**src/size_class_chain_planner_top_defines.svh**
```systemverilog
// assertion macros for the chain planner
`ifndef SIZE_CLASS_CHAIN_PLANNER_TOP_DEFINES_SVH
`define SIZE_CLASS_CHAIN_PLANNER_TOP_DEFINES_SVH

`ifndef SYNTHESIS
// property checked on every rising clock edge outside reset
`define SCP_ASSERT(lbl, prop) \
  lbl: assert property (@(posedge clk_i) disable iff (!rst_ni) (prop)) \
    else $error("scp assertion failed");
// implication checked on every rising clock edge outside reset
`define SCP_ASSERT_IMP(lbl, ante, cons) \
  lbl: assert property (@(posedge clk_i) disable iff (!rst_ni) (ante) |-> (cons)) \
    else $error("scp implication failed");
`else
`define SCP_ASSERT(lbl, prop)
`define SCP_ASSERT_IMP(lbl, ante, cons)
`endif

`endif

```
**src/scp_pkg.sv**
```systemverilog
// shared types and constants of the chain planner
package scp_pkg;

  localparam int unsigned SizeW = 13;

  // one classified request between front and back
  typedef struct packed {
    logic [SizeW-1:0] size;
    logic             pow2;
    logic             start;
  } item_t;

  typedef enum logic [1:0] {
    ST_IDLE,
    ST_DIV,
    ST_STEP,
    ST_DONE
  } state_e;

endpackage

```
**src/scp_front.sv**
```systemverilog
// front end: size clamp, power-of-two check and a two-entry queue
module scp_front #(
  parameter int unsigned PAGE_BYTES = 4096
) (
  input  logic                        clk_i,
  input  logic                        rst_ni,
  input  logic                        push_i,
  output logic                        full_o,
  input  logic [scp_pkg::SizeW-1:0]   class_size_i,
  input  logic                        pool_start_i,
  output logic                        valid_o,
  output scp_pkg::item_t              item_o,
  input  logic                        take_i
);

  localparam logic [16:0] PageV = 17'(PAGE_BYTES);

  scp_pkg::item_t            entry_q [2];
  logic                      wr_q, wr_d, rd_q, rd_d;
  logic [1:0]                cnt_q, cnt_d;
  logic [scp_pkg::SizeW-1:0] s_nz, s_cl;
  scp_pkg::item_t            new_item;
  logic                      do_push, do_pop;

  // clamp and classify the incoming size
  always_comb begin
    s_nz = (class_size_i == '0) ? scp_pkg::SizeW'(1) : class_size_i;
    s_cl = ({4'd0, s_nz} > PageV) ? scp_pkg::SizeW'(PAGE_BYTES) : s_nz;
    new_item.size  = s_cl;
    new_item.pow2  = ((s_cl & (s_cl - scp_pkg::SizeW'(1))) == '0);
    new_item.start = pool_start_i;
  end

  assign full_o  = (cnt_q == 2'd2);
  assign valid_o = (cnt_q != 2'd0);
  assign do_push = push_i && !full_o;
  assign do_pop  = take_i && valid_o;
  assign item_o  = entry_q[rd_q];

  // queue pointers
  always_comb begin
    wr_d  = wr_q ^ do_push;
    rd_d  = rd_q ^ do_pop;
    cnt_d = cnt_q + {1'b0, do_push} - {1'b0, do_pop};
  end

  always_ff @(posedge clk_i or negedge rst_ni) begin
    if (!rst_ni) begin
      wr_q  <= 1'b0;
      rd_q  <= 1'b0;
      cnt_q <= 2'd0;
    end else begin
      wr_q  <= wr_d;
      rd_q  <= rd_d;
      cnt_q <= cnt_d;
    end
  end

  // queue storage
  always_ff @(posedge clk_i) begin
    if (do_push) begin
      entry_q[wr_q] <= new_item;
    end
  end

endmodule

```
**src/scp_back.sv**
```systemverilog
// back end: chain length search, merge tracking and result register
module scp_back #(
  parameter int unsigned PAGE_BYTES = 4096,
  parameter int unsigned MAX_CHAIN  = 8
) (
  input  logic                      clk_i,
  input  logic                      rst_ni,
  input  logic                      policy_mode_i,
  input  logic                      valid_i,
  input  scp_pkg::item_t            item_i,
  output logic                      take_o,
  output logic                      empty_o,
  input  logic                      pop_i,
  output logic [3:0]                chain_pages_o,
  output logic [15:0]               objects_per_chain_o,
  output logic [11:0]               end_slack_o,
  output logic [2:0]                straddle_count_o,
  output logic                      merged_o,
  output logic [scp_pkg::SizeW-1:0] physical_size_o
);

  localparam int unsigned SW = scp_pkg::SizeW;
  localparam int unsigned PW = $clog2(PAGE_BYTES) + 1;
  localparam int unsigned BW = (PW > 1) ? $clog2(PW) : 1;
  localparam int unsigned CW = $clog2(MAX_CHAIN + 1);
  localparam logic [PW-1:0] PageV = PW'(PAGE_BYTES);
  localparam logic [23:0]   PageW = 24'(PAGE_BYTES);

  scp_pkg::state_e state_q, state_d;

  logic [SW-1:0] size_q, size_d;
  logic          pow2_q, pow2_d, start_q, start_d, mode_q, mode_d;
  logic [BW-1:0] bidx_q, bidx_d;
  logic [SW-1:0] r0_q, r0_d, racc_q, racc_d, bw_q, bw_d;
  logic [15:0]   q0_q, q0_d, qacc_q, qacc_d, bobj_q, bobj_d;
  logic [CW-1:0] i_q, i_d, cnt_q, cnt_d, best_q, best_d, bstr_q, bstr_d;

  logic          prev_valid_q, prev_valid_d;
  logic [3:0]    prev_pages_q, prev_pages_d;
  logic [15:0]   prev_obj_q, prev_obj_d;
  logic [SW-1:0] prev_size_q, prev_size_d;
  logic [11:0]   prev_tail_q, prev_tail_d;
  logic [2:0]    prev_str_q, prev_str_d;

  logic          ov_q, ov_d;
  logic [3:0]    o_pages_q, o_pages_d;
  logic [15:0]   o_obj_q, o_obj_d;
  logic [11:0]   o_tail_q, o_tail_d;
  logic [2:0]    o_str_q, o_str_d;
  logic          o_mrg_q, o_mrg_d;
  logic [SW-1:0] o_size_q, o_size_d;

  logic [SW:0]   dv_t, st_sum;
  logic          dv_ge, wrap;
  logic [SW-1:0] w;
  logic [15:0]   qn;
  logic          upd, fin, first, last, out_free;
  logic [SW-1:0] bw_n;
  logic [CW-1:0] bp_n;
  logic [3:0]    new_pages;
  logic          mrg;

  assign out_free = !ov_q || pop_i;
  assign take_o   = (state_q == scp_pkg::ST_IDLE) && valid_i;

  // divider step for the page remainder
  always_comb begin
    dv_t  = {r0_q, PageV[bidx_q]};
    dv_ge = (dv_t >= {1'b0, size_q});
  end

  // one chain length per cycle, remainder carried from the previous length
  always_comb begin
    st_sum = {1'b0, racc_q} + {1'b0, r0_q};
    wrap   = (st_sum >= {1'b0, size_q});
    w      = wrap ? SW'(st_sum - {1'b0, size_q}) : SW'(st_sum);
    qn     = qacc_q + q0_q + {15'd0, wrap};
    first  = (i_q == CW'(1));
    last   = (i_q == CW'(MAX_CHAIN));
    upd    = 1'b0;
    fin    = last || pow2_q;
    if (!mode_q) begin
      upd = first || (w < bw_q);
    end else if (w == '0) begin
      upd = 1'b1;
      fin = 1'b1;
    end else if (first || (24'(bw_q) * 24'd10 > 24'(best_q) * PageW)) begin
      upd = first || (w < bw_q);
    end else begin
      upd = (24'(w) * 24'd4 < 24'(bw_q) * 24'd3);
    end
    bw_n = upd ? w : bw_q;
    bp_n = upd ? i_q : best_q;
    if (mode_q && (24'(bw_n) * 24'd64 <= 24'(bp_n) * PageW)) begin
      fin = 1'b1;
    end
  end

  // merge decision against the last unmerged class
  always_comb begin
    new_pages = 4'(best_q);
    mrg = prev_valid_q && !start_q && (new_pages == prev_pages_q) && (bobj_q == prev_obj_q);
  end

  // next state
  always_comb begin
    state_d = state_q;
    unique case (state_q)
      scp_pkg::ST_IDLE: if (valid_i) state_d = scp_pkg::ST_DIV;
      scp_pkg::ST_DIV:  if (bidx_q == '0) state_d = scp_pkg::ST_STEP;
      scp_pkg::ST_STEP: if (fin) state_d = scp_pkg::ST_DONE;
      scp_pkg::ST_DONE: if (out_free) state_d = scp_pkg::ST_IDLE;
      default:          state_d = scp_pkg::ST_IDLE;
    endcase
  end

  // datapath updates per state
  always_comb begin
    size_d = size_q;  pow2_d = pow2_q;  start_d = start_q;  mode_d = mode_q;
    bidx_d = bidx_q;  r0_d = r0_q;  q0_d = q0_q;
    racc_d = racc_q;  qacc_d = qacc_q;  i_d = i_q;  cnt_d = cnt_q;
    best_d = best_q;  bw_d = bw_q;  bobj_d = bobj_q;  bstr_d = bstr_q;
    prev_valid_d = prev_valid_q;  prev_pages_d = prev_pages_q;
    prev_obj_d = prev_obj_q;  prev_size_d = prev_size_q;
    prev_tail_d = prev_tail_q;  prev_str_d = prev_str_q;
    ov_d = ov_q && !pop_i;
    o_pages_d = o_pages_q;  o_obj_d = o_obj_q;  o_tail_d = o_tail_q;
    o_str_d = o_str_q;  o_mrg_d = o_mrg_q;  o_size_d = o_size_q;
    unique case (state_q)
      scp_pkg::ST_IDLE: begin
        size_d  = item_i.size;
        pow2_d  = item_i.pow2;
        start_d = item_i.start;
        mode_d  = policy_mode_i;
        bidx_d  = BW'(PW - 1);
        r0_d    = '0;
        q0_d    = '0;
      end
      scp_pkg::ST_DIV: begin
        r0_d   = dv_ge ? SW'(dv_t - {1'b0, size_q}) : SW'(dv_t);
        q0_d   = {q0_q[14:0], dv_ge};
        bidx_d = bidx_q - BW'(1);
        racc_d = '0;
        qacc_d = '0;
        i_d    = CW'(1);
        cnt_d  = '0;
      end
      scp_pkg::ST_STEP: begin
        racc_d = w;
        qacc_d = qn;
        i_d    = i_q + CW'(1);
        cnt_d  = cnt_q + CW'(w != '0);
        if (upd) begin
          best_d = i_q;
          bw_d   = w;
          bobj_d = qn;
          bstr_d = cnt_q;
        end
      end
      scp_pkg::ST_DONE: begin
        if (out_free) begin
          ov_d    = 1'b1;
          o_mrg_d = mrg;
          if (mrg) begin
            o_pages_d = prev_pages_q;
            o_obj_d   = prev_obj_q;
            o_tail_d  = prev_tail_q;
            o_str_d   = prev_str_q;
            o_size_d  = prev_size_q;
          end else begin
            prev_valid_d = 1'b1;
            prev_pages_d = new_pages;
            prev_obj_d   = bobj_q;
            prev_size_d  = size_q;
            prev_tail_d  = (new_pages == 4'd0) ? 12'd0 : 12'(bw_q);
            prev_str_d   = (new_pages == 4'd0) ? 3'd0 : 3'(bstr_q);
            o_pages_d    = new_pages;
            o_obj_d      = bobj_q;
            o_tail_d     = (new_pages == 4'd0) ? 12'd0 : 12'(bw_q);
            o_str_d      = (new_pages == 4'd0) ? 3'd0 : 3'(bstr_q);
            o_size_d     = size_q;
          end
        end
      end
      default: ;
    endcase
  end

  // control registers
  always_ff @(posedge clk_i or negedge rst_ni) begin
    if (!rst_ni) begin
      state_q      <= scp_pkg::ST_IDLE;
      ov_q         <= 1'b0;
      prev_valid_q <= 1'b0;
      prev_pages_q <= '0;
      prev_obj_q   <= '0;
      prev_size_q  <= '0;
      prev_tail_q  <= '0;
      prev_str_q   <= '0;
    end else begin
      state_q      <= state_d;
      ov_q         <= ov_d;
      prev_valid_q <= prev_valid_d;
      prev_pages_q <= prev_pages_d;
      prev_obj_q   <= prev_obj_d;
      prev_size_q  <= prev_size_d;
      prev_tail_q  <= prev_tail_d;
      prev_str_q   <= prev_str_d;
    end
  end

  // working and result registers
  always_ff @(posedge clk_i) begin
    size_q <= size_d;  pow2_q <= pow2_d;  start_q <= start_d;  mode_q <= mode_d;
    bidx_q <= bidx_d;  r0_q <= r0_d;  q0_q <= q0_d;
    racc_q <= racc_d;  qacc_q <= qacc_d;  i_q <= i_d;  cnt_q <= cnt_d;
    best_q <= best_d;  bw_q <= bw_d;  bobj_q <= bobj_d;  bstr_q <= bstr_d;
    o_pages_q <= o_pages_d;  o_obj_q <= o_obj_d;  o_tail_q <= o_tail_d;
    o_str_q <= o_str_d;  o_mrg_q <= o_mrg_d;  o_size_q <= o_size_d;
  end

  assign empty_o             = !ov_q;
  assign chain_pages_o       = o_pages_q;
  assign objects_per_chain_o = o_obj_q;
  assign end_slack_o         = o_tail_q;
  assign straddle_count_o    = o_str_q;
  assign merged_o            = o_mrg_q;
  assign physical_size_o     = o_size_q;

endmodule

```
**src/size_class_chain_planner_top.sv**
```systemverilog
// top level of the slab size-class chain planner
//
// Input queue: drive class_size_i and pool_start_i with push; a request is
// taken when push is high and full is low. Two requests can wait in the
// front queue while the back end works on a third.
// Result queue: while empty is low the oldest result sits on the result
// ports; pop takes it. A finished result waits in the output register
// until popped, and the back end holds its next result until then.
// Configuration: cfg_we_i writes cfg_wdata_i into the policy mode (reset
// 1, thresholded). A request samples the mode when the back end starts it.
// Sequence: one request at a time in the back end. It is loaded in the idle
// state, the page remainder comes from a bit-serial divider over the bits of
// PAGE_BYTES, then chain lengths 1 to MAX_CHAIN are tried in turn until the
// search stops, and then the result goes to the output register.
// Reset clears both queues and the merge history and sets thresholded mode.
`include "size_class_chain_planner_top_defines.svh"

module size_class_chain_planner_top #(
  parameter int unsigned PAGE_BYTES = 4096,
  parameter int unsigned MAX_CHAIN  = 8
) (
  input  logic                      clk_i,
  input  logic                      rst_ni,
  input  logic                      push,
  output logic                      full,
  input  logic [12:0]               class_size_i,
  input  logic                      pool_start_i,
  output logic                      empty,
  input  logic                      pop,
  output logic [3:0]                chain_pages_o,
  output logic [15:0]               objects_per_chain_o,
  output logic [11:0]               end_slack_o,
  output logic [2:0]                straddle_count_o,
  output logic                      merged_o,
  output logic [12:0]               physical_size_o,
  input  logic                      cfg_we_i,
  input  logic                      cfg_wdata_i
);

  logic           mode_q, mode_d;
  logic           fv, take;
  scp_pkg::item_t fitem;

  // policy mode register
  assign mode_d = cfg_we_i ? cfg_wdata_i : mode_q;

  always_ff @(posedge clk_i or negedge rst_ni) begin
    if (!rst_ni) begin
      mode_q <= 1'b1;
    end else begin
      mode_q <= mode_d;
    end
  end

  // request intake
  scp_front #(.PAGE_BYTES(PAGE_BYTES)) u_front (
    .clk_i        (clk_i),
    .rst_ni       (rst_ni),
    .push_i       (push),
    .full_o       (full),
    .class_size_i (class_size_i),
    .pool_start_i (pool_start_i),
    .valid_o      (fv),
    .item_o       (fitem),
    .take_i       (take)
  );

  // chain search and results
  scp_back #(.PAGE_BYTES(PAGE_BYTES), .MAX_CHAIN(MAX_CHAIN)) u_back (
    .clk_i               (clk_i),
    .rst_ni              (rst_ni),
    .policy_mode_i       (mode_q),
    .valid_i             (fv),
    .item_i              (fitem),
    .take_o              (take),
    .empty_o             (empty),
    .pop_i               (pop),
    .chain_pages_o       (chain_pages_o),
    .objects_per_chain_o (objects_per_chain_o),
    .end_slack_o         (end_slack_o),
    .straddle_count_o    (straddle_count_o),
    .merged_o            (merged_o),
    .physical_size_o     (physical_size_o)
  );

  // result sanity checks
  `SCP_ASSERT_IMP(a_size_nonzero, !empty, physical_size_o != 13'd0)
  `SCP_ASSERT_IMP(a_slack_below_size, !empty, 13'(end_slack_o) < physical_size_o)
  `SCP_ASSERT_IMP(a_straddle_below_pages, !empty, 4'(straddle_count_o) < chain_pages_o)

endmodule

```
**config.mk**
```make
export PLATFORM = sky130hd
export DESIGN_NAME = size_class_chain_planner_top
export DESIGN_NICKNAME = d
export VERILOG_FILES = /design/src/scp_pkg.sv /design/src/scp_front.sv /design/src/scp_back.sv /design/src/size_class_chain_planner_top.sv
export VERILOG_INCLUDE_DIRS = /design/src /design/src/src
export SDC_FILE = /design/constraint.sdc
export NUM_CORES = 1
export LEC_CHECK = 0
export BUFFER_PORTS_ARGS = -buffer_cell sky130_fd_sc_hd__buf_2
export CAP_MARGIN = 10
export CORE_ASPECT_RATIO = 0.7
export CORE_MARGIN = 5
export CORE_UTILIZATION = 62
export DETAILED_ROUTE_END_ITERATION = 6
export HOLD_SLACK_MARGIN = 0.08
export PLACE_DENSITY_LB_ADDON = 0.25
export SLEW_MARGIN = 10
export SYNTH_ARGS = -nofsm -noshare
export SYNTH_HDL_FRONTEND = slang
export SYNTH_HIERARCHICAL = 1
export SYNTH_SLANG_ARGS = --single-unit
```
**constraint.sdc**
```tcl
create_clock -name clk_i -period 9.8 [get_ports clk_i]
set_input_delay 1.96 -clock clk_i [delete_from_list [all_inputs] [get_ports clk_i]]
set_output_delay 1.96 -clock clk_i [all_outputs]
set_load 0.1 [all_outputs]
```
### Word-level counts from Yosys, hierarchy flattened

Memories as Yosys holds them, arrays and structs flattened. A register that Yosys moved wholly into a read port is not among the register bits.
Cells that the tools add are included.

* register bits after elaboration: 213
* bits in writable memories: 30
* memory bits (read-only): 16
* bits of input ports: 20
* output and inout port bits: 51
* logic and storage cells: 136
* memories: 2

Memory list
* u_front.entry_q: words 2, width 15, rd ports 1, clocked after Yosys merged registers in 1, wr ports 1, line scp_front.sv:18 `scp_pkg::item_t entry_q [2];`
* (name not given): words 16, width 1, rd ports 1, clocked after Yosys merged registers in 1, wr ports 0, line scp_back.sv:68 `dv_t = {r0_q, PageV[bidx_q]};`

* add/subtract/negate cells: 11
* $mul: 2
* magnitude comparators: 8
* eq/ne operators: 12
* multiplexer cells: 37
* bitwise logic cells: 4
* reduce and logical (&&, ||, !) cells: 30

Operators with widths (count)
* two-way mux 13 bit: 6
* one-hot mux 16 bit (2 select lines): 2
* one-hot mux 13 bit (2 select lines): 2
* logical NOT 13 bit: 3
* greater-or-equal comparator 14 x 13 -> 1 bit: 2
* subtractor 13 bit: 2
* two-way mux 12 bit: 2
* one-hot mux 4 bit (2 select lines): 3
* less-or-equal comparator 19 x 16 -> 1 bit: 1
* greater-than comparator 17 x 16 -> 1 bit: 1
* adder 16 x 1 -> 16 bit: 1
* adder 16 bit: 1
* equality test 16 bit: 1
* multiplier 13 x 3 -> 16 bit (second input constant): 1
* two-way mux 16 bit: 1
* < comparator 15 bit: 1
* multiplier 13 x 2 -> 15 bit (second input constant): 1
* adder 13 x 13 -> 14 bit: 1
* bitwise AND 13 bit: 1
* greater-than comparator 13 bit (second input constant): 1
* < comparator 13 bit: 1
* nonzero test 13 bit: 1
* subtractor 13 x 1 -> 13 bit (second input constant): 1
* two-way mux 4 bit: 3
* 27 further kinds: 64

### Longest topological paths before layout

* depth in word-level cells: 14
* gate-level depth with buffers: 40
* mapped depth without buffers: 37

### Hierarchy

Netlist, hierarchy kept.

Modules (own cells, without submodules)
* scp_back: times used 1, cells an instance 1258, area an instance 13540.5 um^2
* scp_front: times used 1, cells an instance 102, area an instance 1531.5 um^2
* size_class_chain_planner_top: times used 1, cells an instance 2, area an instance 41.3 um^2

### Worst setup path before layout

No wires, ideal clock.

* path type: reg-to-reg
* start: reg u_back.r0_q[0]
* end: reg u_back.state_q[1]
* arrival: 7.529 ns
* data required time: 9.672 ns
* slack: 2.143 ns
* stages on the path, launching flop included: 39
* cells stage by stage: edfxtp_1 -> ha_1 -> inv_1 -> fa_1 -> nand2b_1 -> a21oi_1 -> o41ai_1 -> o21ai_0 -> xnor2_1 -> ha_1 -> clkbuf_1 -> nand4_1 -> o31a_1 -> a31oi_1 -> nor3_4 -> inv_4 -> clkbuf_1 -> nor2_1 -> [3 not listed] -> a21o_1 -> a21o_1 -> a21oi_1 -> o21ai_0 -> nor4_1 -> a211o_1 -> buf_6 -> buf_2 -> mux2_1 -> ha_1 -> nor2b_1 -> o21ai_0 -> nand2b_1 -> a21oi_1 -> or3b_2 -> a211o_1 -> o211ai_1 -> mux2_1

* word-level cells in the longest chain between the ends: 14

Ends and longest elaborated chain
* start, declared: line scp_back.sv:34 `logic [SW-1:0] r0_q, r0_d, racc_q, racc_d, bw_q, bw_d;`
* start signal, assigned: line scp_back.sv:215 `bidx_q <= bidx_d; r0_q <= r0_d; q0_q <= q0_d;`
* adder 13 x 13 -> 14 bit *: line scp_back.sv:74 `st_sum = {1'b0, racc_q} + {1'b0, r0_q};`
* subtractor 13 bit / greater-or-equal comparator 14 x 13 -> 1 bit (equally long branches): line scp_back.sv:76, scp_back.sv:75
* two-way mux 13 bit *: line scp_back.sv:76 `w = wrap ? SW'(st_sum - {1'b0, size_q}) : SW'(st_sum);`
* net u_back.w[7]: line scp_back.sv:55 `logic [SW-1:0] w;`
* < comparator 13 bit: line scp_back.sv:83, scp_back.sv:88
* logical OR 1 bit: line scp_back.sv:83, scp_back.sv:88
* two-way mux 1 bit: line scp_back.sv:87 `end else if (first || (24'(bw_q) * 24'd10 > 24'(best_q) * PageW)) begin`
* two-way mux 1 bit: line scp_back.sv:84 `end else if (w == '0) begin`
* two-way mux 1 bit *: line scp_back.sv:82 `if (!mode_q) begin`
* two-way mux 4 bit *
* net u_back.bp_n[0]: line scp_back.sv:59 `logic [CW-1:0] bp_n;`
* less-or-equal comparator 19 x 16 -> 1 bit *: line scp_back.sv:94 `if (mode_q && (24'(bw_n) * 24'd64 <= 24'(bp_n) * PageW)) begin`
* logical AND 1 bit *: line scp_back.sv:94
* two-way mux 1 bit *: line scp_back.sv:94
* inequality test 2 x 1 -> 1 bit (no line) *
* AND reduction 4 bit (no line) *
* end signal, assigned: line scp_back.sv:192 `state_q <= scp_pkg::ST_IDLE;`
* end signal, assigned: line scp_back.sv:201 `state_q <= state_d;`
* end, declared: line scp_back.sv:29 `scp_pkg::state_e state_q, state_d;`

The timed path passes the listed nets; every way through them passes the cells marked *.
A chain may end at the register's enable or synchronous reset.

### Final worst setup path

* start: reg u_back.r0_q[4]
* end: reg u_back.state_q[1]

* word-level cells in the longest chain between the ends: 14

Ends and longest elaborated chain
* adder 13 x 13 -> 14 bit *: line scp_back.sv:74
* subtractor 13 bit / greater-or-equal comparator 14 x 13 -> 1 bit (equally long branches): line scp_back.sv:76, scp_back.sv:75
* two-way mux 13 bit *: line scp_back.sv:76
* net u_back.w[11]: line scp_back.sv:55
* < comparator 13 bit: line scp_back.sv:83, scp_back.sv:88
* logical OR 1 bit: line scp_back.sv:83, scp_back.sv:88
* two-way mux 1 bit: line scp_back.sv:87
* two-way mux 1 bit: line scp_back.sv:84
* two-way mux 1 bit *: line scp_back.sv:82
* two-way mux 13 bit *
* net u_back.bw_n[7]: line scp_back.sv:58 `logic [SW-1:0] bw_n;`
* less-or-equal comparator 19 x 16 -> 1 bit *: line scp_back.sv:94
* logical AND 1 bit *: line scp_back.sv:94
* two-way mux 1 bit *: line scp_back.sv:94
* inequality test 2 x 1 -> 1 bit (no line) *
* AND reduction 4 bit (no line) *

Marked as above.

==> reports/metrics.yaml <==
worstSetupPathType: "flop to flop"
crit_slowest_cell: "a211o_1"
period_needed_ns: 8.96
firstDrtPassIters: 5
synthToLayoutAreaGrowth_pct: 9.64
synthMuxAreaShare: 0.0435
synth_xor_area_frac: 0.0481
cts_tree: "yes"
cts.hold.buffers_added: 0
cts_root_buf: "clkbuf_16"
critPathMaxFanout: 28
crit_path_start: "u_back/r0_q[4]"
syn_area_um2: 15100
start_kind: "flop"
cts_htree_levels: 1
r2r_end: "u_back/state_q[1]"
crit_top_cell: "ha_1"
worst_pin_slew_ns: 1.20
yosysWarnings: 6
placed_area_um2: 15800
grt_pass1_vias: 10095
synth_top_area_frac: 0.397
fin_area_um2: 16600
portBuffers: 70
first_iter_violations: 975
cts_buffers: 26
pin_count: 71
gr-total-overflow: 0
gr-usage-all-layers: 0.251
layout-drive-gt1-share: 0.126
clock-sinks: 258
yosys.area.top_type: "edfxtp_1"
dieWidth_um: 197
vias: 10500
gp_congestion: 0.933
antenna_left: 0
gr-usage-met3: 0.0498
initial_core_util: 0.635
worstReg2RegStart: "u_back/r0_q[4]"
synthTopCellsByCount: "200 x edfxtp_1, 135 x ha_1, 135 x nand2_1, 101 x o21ai_0, 84 x inv_1"
fp.dieH_um: 141
endpoint_kind: "flop"
seq_area_frac_synth: 0.493
viasPerCell: 5.97
busiest_layer: "met1"
fmax_mhz: 112
dieArea_um2: 27600
syn_avg_cell_area_um2: 11.1
routed_wl_um: 34900
multi_input_area_um2: 7140
final.setup.tns_ns: 0
antennaDiodeCount: 0
use_met1: 0.388
rows: 47
slew_viol_final: 0
critPathArrivalTime_ns: 9.37
ys_types: 84
hold_viol_final: 0
grt_use_met2: 0.376
cts.clk_slew.worst_paths_ns: 0.07
cpPeakStageDelay_ns: 0.63
clk_latency_ns: 0.53
status: "completed"
dp.cells: 1710
syn-instance-count: 1362
instances_no_fill: 1758
drv_cap: 0
synth_top_family_by_area: "simple AND/OR/NAND/NOR gates"
synth-edff-count: 200
synth_compound_area_frac: 0.122
max-slew-margin-rel: 0.200
crit_path_end: "u_back/state_q[1]"
synth_top_flop_cell: "edfxtp_1"
yosys.area_share.simple: 0.135
cts_resized: 0
synthAdderAreaFrac: 0.122
yosys-top-cells-area: "edfxtp_1 40%, ha_1 11%, dfrtp_1 9.3%"
place_hpwl_um: 25400
syn_nets: 1524
yosysMostFrequentCell: "edfxtp_1"
post_cts_buffers: 0
grt_first_pass_wirelength_um: 55300
route.detailed.wl_per_inst_um: 19.9
hold_class: "flop to flop"
async_flop_share: 0.221
drc_errors: 0
regArea_um2: 7450
core_um2: 23800
fin_skew_ns: 0.0137
reg2reg_depth: 31
grt_max_degree: 78
ys_ff_latch: 258
rsz0062_at_grt: "no"
period_share: 0.915
grt_antenna_before_repair: 0
worst_hold_startpoint: "u_back/cnt_q[0]"
cts_max_path_buffers: 3
fin_nets: 1582
nFillCells: 1727
worstPathRequired_ns: 10.21
reg2reg_slack_ns: 0.84
setup_viol: 0
-- through the flow --
stage | utilization | setup WS [ns] | hold slack (ns)
CTS | 0.696 | 0.972 | 0.456
detailed placement | 0.662 | 0.995 | 0.446
global route | 0.696 | 0.187 | 0.461
finish | 0.696 | 0.838 | 0.453
floorplan | - | 2.14 | 0.433
global placement | 0.662 | 1.14 | 0.441
-- sequential cells by signal, indices dropped and copies added (netlist names), 4 cells and up --
signal and count:
u_back/i_q 4, u_back/r0_q 13, u_back/bidx_q 4, u_back/end_slack_o 12, u_back/qacc_q 16, u_back/q0_q 16, u_back/prev_pages_q 4, u_back/prev_tail_q 12
u_back/objects_per_chain_o 16, u_back/physical_size_o 13, u_back/prev_size_q 13, u_back/best_q 4, u_front/entry_q 30, u_back/prev_obj_q 16, u_back/chain_pages_o 4, u_back/bobj_q 16
u_back/bw_q 13, u_back/racc_q 13, u_back/size_q 13
-- cell type report --
cell class / instances / share of cell area
Clock buffer: 36 / 0.0427
Sequential cell: 258 / 0.450
Clock inverter: 12 / 0.00642
Inverter: 86 / 0.0196
Tap cell: 318 / 0.0240
Timing Repair Buffer: 82 / 0.0266
Multi-Input combinational cell: 966 / 0.431
-- worst min path at each step --
| stage | to | slack [ns] | cells after the start |
|---|---|---|---|
| after global placement | u_back/bstr_q[1] | 0.44 | 0 |
| after floorplan | u_back/bstr_q[0] | 0.43 | 0 |
| after CTS | u_back/bstr_q[0] | 0.46 | 0 |
| after detailed placement | u_back/bstr_q[0] | 0.45 | 0 |
| after global routing | u_back/bstr_q[0] | 0.46 | 0 |
| final | u_back/bstr_q[0] | 0.45 | 0 |
-- cells by family after synthesis --
| family | Yosys count |
|---|---|
| AO/OA/AOI/OAI | 288 |
| XOR/XNOR | 83 |
| adder cells (fa/ha/maj) | 144 |
| buffers and inverters | 138 |
| flip-flops | 258 |
| multiplexers | 60 |
| AND/OR/NAND/NOR | 391 |
-- layer usage --
metal,share of wire,wire (µm)
met5,0,0
met4,0.017,588
met3,0.080,2800
met2,0.42,14700
met1,0.48,16900
-- critical path, delay by kind of cell (launching register included) --
kind	cells	cell delay [ns]
multiplexers	2	0.77
buffers and inverters	2	0.38
flip-flops	1	0.44
AND/OR/NAND/NOR	8	1.90
XOR/XNOR	1	0.37
adder cells (fa/ha/maj)	4	1.51
AO/OA/AOI/OAI	14	3.47
-- cell usage in the layout (no fill, tap or decap), types with 9 or more instances in the layout --
master | synthesis | routed
a21o_1 | 27 | 27
nor2_1 | 47 | 47
and2_1 | 53 | 52
edfxtp_1 | 200 | 200
nand3_1 | 13 | 13
nand2_1 | 135 | 134
inv_1 | 84 | 84
dfrtp_1 | 56 | 56
ha_1 | 135 | 135
mux2_1 | 17 | 17
nor2b_1 | 32 | 32
mux2i_1 | 17 | 17
nand2b_1 | 13 | 13
clkbuf_16 | 0 | 26
buf_4 | 0 | 12
a211oi_1 | 9 | 9
nor3_1 | 19 | 19
a21oi_1 | 64 | 64
o21a_1 | 10 | 10
xnor2_1 | 51 | 51
mux2_2 | 25 | 25
o21bai_1 | 15 | 15
nand4_1 | 19 | 19
xor2_1 | 32 | 32
o21ai_0 | 101 | 101
buf_2 | 3 | 70
Power is not shown: default switching activity piles up to over one toggle a cycle in this logic, so the estimate is an artifact.
